`src/design/fsg_ram.sv`:
```
// Generic single-write, single-read RAM with a registered read port.
// Depends on nothing.
module fsg_ram #(
   parameter int WIDTH = 8,
   parameter int DEPTH = 16
) (
   input  logic                     clock,
   input  logic                     we,
   input  logic [$clog2(DEPTH)-1:0] waddr,
   input  logic [WIDTH-1:0]         wdata,
   input  logic [$clog2(DEPTH)-1:0] raddr,
   output logic [WIDTH-1:0]         rdata
);

   logic [WIDTH-1:0] mem_ff [DEPTH];
   logic [WIDTH-1:0] rdata_ff;

   always_ff @(posedge clock) begin
      if (we) begin
         mem_ff[waddr] <= wdata;
      end
      rdata_ff <= mem_ff[raddr];
   end

   assign rdata = rdata_ff;

endmodule

```
`config.mk`:
```
export PLATFORM = sky130hd
export DESIGN_NAME = fsg_ram
export DESIGN_NICKNAME = d
export VERILOG_FILES = /design/src/design/fsg_ram.sv
export SDC_FILE = /design/constraint.sdc
export NUM_CORES = 1
export LEC_CHECK = 0
export CAP_MARGIN = 15
export CORE_MARGIN = 10
export CORE_UTILIZATION = 60
export DETAILED_ROUTE_END_ITERATION = 10
export DONT_BUFFER_PORTS = 1
export GPL_ROUTABILITY_DRIVEN = 0
export PLACE_DENSITY = 0.84
export SYNTH_ARGS = -nofsm -noshare
export SYNTH_HDL_FRONTEND = slang
export SYNTH_SLANG_ARGS = --single-unit
```
`constraint.sdc`:
```
create_clock -name clock -period 2 [get_ports clock]
set_clock_uncertainty 0.05 [all_clocks]
set_input_delay 0.3 -clock clock [delete_from_list [all_inputs] [get_ports clock]]
set_output_delay 0.3 -clock clock [all_outputs]
set_load 0.01 [all_outputs]
```
== Word level (Yosys, flattened, before mapping) ==
Memories as Yosys holds them, arrays and structs flattened. A register that Yosys moved wholly into a read port is not among the register bits.
Index checks and enable logic that the tools add are counted.

* Register bits: 0
* Bits in latches: 0
* Bits in writable memories: 128
* Bits in read-only memories: 0
* Input port bits: 18
* Output and inout bits: 8
* Word-level logic and storage cells: 3
* Memories: 1

{| class="wikitable"
|+ Memories
! name !! words !! width !! rd ports !! clocked after Yosys merged registers in !! wr ports !! RTL line !! RTL
|-
| mem_ff || 16 || 8 || 1 || 1 || 1 || 15 || <nowiki>logic [WIDTH-1:0] mem_ff [DEPTH];</nowiki>
|}

* $add $sub $neg: 0
* $mul: 0
* Div/mod/pow operators: 0
* Magnitude comparators: 0
* Equal/unequal tests: 0
* Shift-type cells: 0
* Multiplexer cells: 2
* Bitwise logic cells: 0
* Reductions and logical operators: 0

{| class="wikitable"
|+ Operators with widths
! cell !! number
|-
| two-way mux 1 bit || 2
|}

== Longest topological paths before layout ==
Gate-level depths: netlist of the first run.

* Word-level depth: 2
* Mapped depth: 5
* Mapped depth without buffers: 3

== Worst setup path before layout of the first run ==
No wires, ideal clock.

* Kind: input-to-reg
* Start point: input waddr[2]
* End point: memory mem_ff[0][0], enable pin
* Setup time: 0.383 ns
* Arrival: 1.410 ns
* Path slack: 0.157 ns
* Cell stages on the path: 2
* Path through: or3b_2 > nor3_1

{| class="wikitable"
|+ RTL lines
! what !! RTL line !! RTL
|-
| start, declared || 9 || <nowiki>input logic [$clog2(DEPTH)-1:0] waddr,</nowiki>
|-
| end, declared || 15 ||
|}

No word-level cell before the write port.

==> flow_summary.ini, run 1 <==
[floorplan]
die_y_um = 113
die-area_um2 = 12700
core_um2 = 8300
placementRows = 33
die_x_um = 113
initial_utilization_pct = 62.0
ios = 26

[cells_and_area]
fin_nets = 280
diodes = 0
fillers = 471
multi_input_area_um2 = 1060
syn2layout_area_growth_pct = 15.8
seqCellArea_um2 = 4000
drive_gt1_share_pct = 22.9
stdcell_area_um2 = 5960

[yosys]
synth_flop_cell = edfxtp_1
ys_seq_area_share_pct = 77.8
synth.net_count = 247
ys_ff_latch = 136
ys_top_cells_by_area = edfxtp_1, mux4_2, mux4_1
ys_types = 19
synth-edff-count = 128
synth_commonest_cells = edfxtp_1, mux4_2, a22oi_1, mux4_1, nor2_1
netlist_area_um2 = 5150
synthCells = 229
synth.most_common_cell = edfxtp_1
post-synth-top-area-cell = edfxtp_1
async_reset_ff_share_pct = 0
syn_area_per_cell_um2 = 22.5
yosysWarnings = 0
synth_top_area_share_pct = 74.7

[timing]
worst_slew_pin_slew_ps = 702
slew_viol_final = 0
grt_setup_unrepaired = false
period_share_pct = 73.9
finalHoldViolations = 0
finalSetupTns_ps = 0
slew_headroom_pct = 53.1
setup_viol = 0
finalCriticalPeriod_ps = 1480
max_freq_mhz = 677
fin_ws_ps = 522

[clock_tree]
cts_setup_buffers = 0
worstSkewPairLatency_ps = 510
cts.path.max_buffers = 2
cts.sinks = 136
cts_tree = done
htreeDepth = 4
clockRootBuffer = clkbuf_8
clkTransAtPathRegs_ps = 60
numCtsBuffers = 17

[routing]
drc_errors = 0
drt_iter0_drc = 195
drt-total-wl_mm = 10.2
first_pass_iters = 5
wl_per_cell_um = 26.7
detail_route.vias_per_cell = 6.47
vias = 2460
drtAntennaViolNets = 0

[pwr]
combPwrFrac_pct = 3.5
p_leak_uw = 0.00200
ir_drop_mv = 0.583
pwr-share-clk_pct = 46.5
switchingPower_uw = 1220
switching_share_pct = 19.0
power_density_nw_per_um2 = 1080
p_int_uw = 5210
p_seq_share_pct = 50.1

[place]
dp_hpwl_mm = 5.90
pre_cts_ws_ps = 510
port_buffers = 0
place_area_um2 = 5310

[global_routing]
grt_pass1_wl_mm = 15.5
gr-total-overflow = 0
grt_util_all_layers_pct = 16.5
grt_max_degree = 33
antenna_found_initial = 0
grt_pass1_vias = 2574

[hold_path]
min_path_cells = 3
whs_endpoint = rdata[4]$_DFF_P_
min_path_type = in -> reg
worstHoldStart = raddr[1]

[worst_setup_path]
crit_fanout = 1
reg2reg_to = rdata[3]$_DFF_P_
cp_data_required_time_ps = 2330
r2r_cells = 3
cp_data_arrival_time_ps = 1810
end_kind = register
r2r_slack_ps = 520
timing.rr.start = mem_ff[0][3]$_DFFE_PP_
cp-start-kind = register
critPathKind = reg -> reg

[job]
drv_cap = 0

[run_status]
status = complete, no violations
-- final cells by class --
cell class	instances	area share, %
sequential	136	67.1
multi-input combinational	83	17.7
clock buffer	22	7.43
timing repair buffer	24	3.36
tap	105	2.20
clock inverter	10	2.14
-- flip-flops by register name, summed over array words and instances (netlist names) --
name,count
mem_ff,128
rdata,8
-- metrics by stage --
step,cells,utilization [%],hold WS [ps],total power [µW]
final,380,71.9,31.8,6430
after CTS,380,71.9,12.1,6460
after global placement,340,64.0,350,3440
after global routing,380,71.9,28.5,6600
after floorplan,229,-,349,3430
after detailed placement,340,64.0,350,3450
-- placed cells by master (no fill, tap or decap), drive strengths merged --
cell type,synthesis,layout
and2b,1,1
edfxtp,128,128
nand3,1,1
bufinv,0,3
a22oi,16,16
buf,7,16
nand2,9,9
clkinvlp,0,1
nor3,4,4
nor2b,1,1
nand3b,2,2
dlygate4sd3,0,8
clkinv,0,6
clkbuf,0,22
or3b,1,1
dfxtp,8,8
nor2,13,13
mux4,32,32
and2,1,1
nand2b,2,2
-- worst max-delay path by stage --
stage                                      start                      to  slack, ps
after global placement                  waddr[2]  mem_ff[0][1]$_DFFE_PP_        510
after floorplan                         waddr[2]  mem_ff[0][0]$_DFFE_PP_        160
after detailed placement                waddr[2]  mem_ff[0][4]$_DFFE_PP_        510
after CTS                 mem_ff[1][3]$_DFFE_PP_        rdata[3]$_DFF_P_        510
after global routing      mem_ff[3][6]$_DFFE_PP_        rdata[6]$_DFF_P_        460
final                     mem_ff[0][3]$_DFFE_PP_        rdata[3]$_DFF_P_        520
-- metal layers --
metal	track usage (%)	share of wire, %	vias to the layer above
met3	5.22	9.1	14
li1	-	-	1037
met2	26.7	51	137
met4	7.78	2.0	0
met5	0	0	-
met1	19.7	37	1272
-- timing repair --
item / CTS / global route
resized for setup: 0 / 0
endpoints found under the hold margin: 128 / 0
hold buffers: 8 / 0
-- critical path: stages (launching register included) --
cell and delay (ps):
edfxtp_1 420, mux4_1 550, a22oi_1 240, nand2_1 100
-- cell families after synthesis --
family                 count (synthesis)  synth area share (%)
DFF                                  136                  77.8
and+or+nand+nor                       35                  3.18
muxes                                 32                  15.0
AOI/OAI and AO/OA                     16                  2.33
buffers and inverters                 10                  1.68
-- power groups by stage --
stage / logic [µW] / registers (µW) / clock network, µW
detailed placement: 173 / 3280 / 0
floorplan: 162 / 3270 / 0
global placement: 168 / 3280 / 0
finish: 224 / 3220 / 2990
CTS: 224 / 3220 / 3010
global route: 239 / 3230 / 3130
(Power assumes the default switching activity.)
==> run 2, diff against run 1 <==
==> constraint.sdc (replaced) <==
create_clock -name clock -period 1.5 [get_ports clock]
set_clock_uncertainty 0.05 [all_clocks]
set_input_delay 0.225 -clock clock [delete_from_list [all_inputs] [get_ports clock]]
set_output_delay 0.225 -clock clock [all_outputs]
set_load 0.01 [all_outputs]
==> flow_summary.ini, run 2 (synthesis results as in run 1) <==
[global_routing]
grt_pass1_vias = 2577
grt_max_degree = 33
grt_pass1_wl_mm = 16.0
grt_util_all_layers_pct = 17.2
antenna_found_initial = 0
gr-total-overflow = 0

[routing]
drt_iter0_drc = 246
drc_errors = 0
first_pass_iters = 5
wl_per_cell_um = 27.7
vias = 2492
detail_route.vias_per_cell = 6.52
drtAntennaViolNets = 0
drt-total-wl_mm = 10.6

[worst_setup_path]
cp_data_arrival_time_ps = 1800
max_stage_delay_ps = 530
reg2reg_to = rdata[0]$_DFF_P_
r2r_cells = 3
critPathKind = reg -> reg
crit_chain = mux4_2 -> a22oi_2 -> nand2_1
crit_fanout = 1
r2r_slack_ps = 40
cp_data_required_time_ps = 1840
timing.rr.start = mem_ff[11][0]$_DFFE_PP_
end_kind = register
crit_slowest_cell = mux4_2
cp-start-kind = register

[cells_and_area]
syn2layout_area_growth_pct = 16.8
layout.cells.most_common = edfxtp_1
fin_nets = 282
top_register = mem_ff
layout_common_cells = edfxtp_1, mux4_2, buf_4
drive_gt1_share_pct = 26.0
stdcell_count = 382
largest_reg_flops = 128
diodes = 0
fillers = 435

[pwr]
p_total_uw = 8580
p_leak_uw = 0.00200
ir_drop_mv = 1.01
power_density_nw_per_um2 = 1430

[timing]
finalHoldViolations = 7
max_freq_mhz = 683
fin_ws_ps = 36.4
setup_viol = 0
holdWs_ps = -44.0
period_share_pct = 97.6
grt_setup_unrepaired = false
worst_slew_pin_slew_ps = 838
slew_viol_final = 0
finalCriticalPeriod_ps = 1460
slew_headroom_pct = 43.9

[hold_path]
worstHoldStart = raddr[1]
min_path_type = in -> reg
whs_endpoint = rdata[4]$_DFF_P_
min_path_cells = 3

[floorplan]
die_x_um = 113
ios = 26
die-area_um2 = 12700
placementRows = 33
initial_utilization_pct = 62.0
core_um2 = 8300
die_y_um = 113

[clock_tree]
numCtsBuffers = 17
hold_buffers = 9
clkTransAtPathRegs_ps = 60
cts_tree = done
cts_setup_buffers = 0
cts.sinks = 136
cts.path.max_buffers = 2
worstSkewPairLatency_ps = 520
htreeDepth = 4
clockRootBuffer = clkbuf_8

[place]
dp_hpwl_mm = 5.89
pre_cts_ws_ps = 68.3
port_buffers = 0
numPlacedInstances = 341

[job]
drv_cap = 0

[run_status]
status = finished, violations left
failed_checks = negative hold slack
[run 2: per-layer routing]
metal | up-vias | wire length (µm) | GRT usage, %
met5 | - | 0 | 0
met4 | 0 | 218 | 7.95
met3 | 16 | 935 | 5.32
met2 | 142 | 5190 | 26.6
met1 | 1289 | 4250 | 21.9
li1 | 1045 | - | -
[run 2: cell type report]
class	instances	area, µm²	share of cell area, %
repair buffers	26	218	3.62
flip-flops and latches	136	4000	66.6
clock buffers	18	428	7.12
multi-input cells	83	1080	17.9
well taps	105	131	2.19
clock inverters	14	153	2.54
[run 2: critical path: cells and delay by family (launching register included)]
kind | cells | cell delay (ps)
DFF | 1 | 410
AOI/OAI and AO/OA | 1 | 220
and+or+nand+nor | 1 | 120
muxes | 1 | 530
[run 2: how the worst max path moves through the flow]
| stage | startpoint | endpoint | slack, ps | cells past startpoint |
|---|---|---|---|---|
| final | mem_ff[11][0]$_DFFE_PP_ | rdata[0]$_DFF_P_ | 40 | 3 |
| after CTS | mem_ff[0][1]$_DFFE_PP_ | rdata[1]$_DFF_P_ | 6 | 3 |
| after global routing | mem_ff[11][0]$_DFFE_PP_ | rdata[0]$_DFF_P_ | 5 | 3 |
| after global placement | mem_ff[5][2]$_DFFE_PP_ | rdata[2]$_DFF_P_ | 100 | 3 |
| after detailed placement | mem_ff[1][1]$_DFFE_PP_ | rdata[1]$_DFF_P_ | 70 | 3 |
| after floorplan | waddr[2] | mem_ff[3][0]$_DFFE_PP_ | -40 | 2 |
[run 2: repair_timing]
action,4_1_cts,5_1_grt
resized for setup,0,3
endpoints found under the setup margin,0,2
hold endpoints to repair,137,6
[run 2: metrics by stage]
stage          cell area [µm²]  TNS (ps)  util [%]
6_report                  6010         0      72.4
5_1_grt                   6010         0      72.4
4_1_cts                   6000         0      72.2
3_5_place_dp              5330         0      64.2
3_3_place_gp              5330         0      64.2
2_1_floorplan             5150     -1180         -
[run 2: power by group]
part	internal, µW	leakage, µW	switching [µW]
combinational	147	0.000501	164
sequential	4250	0.00122	44.8
clock	2410	0.000273	1570
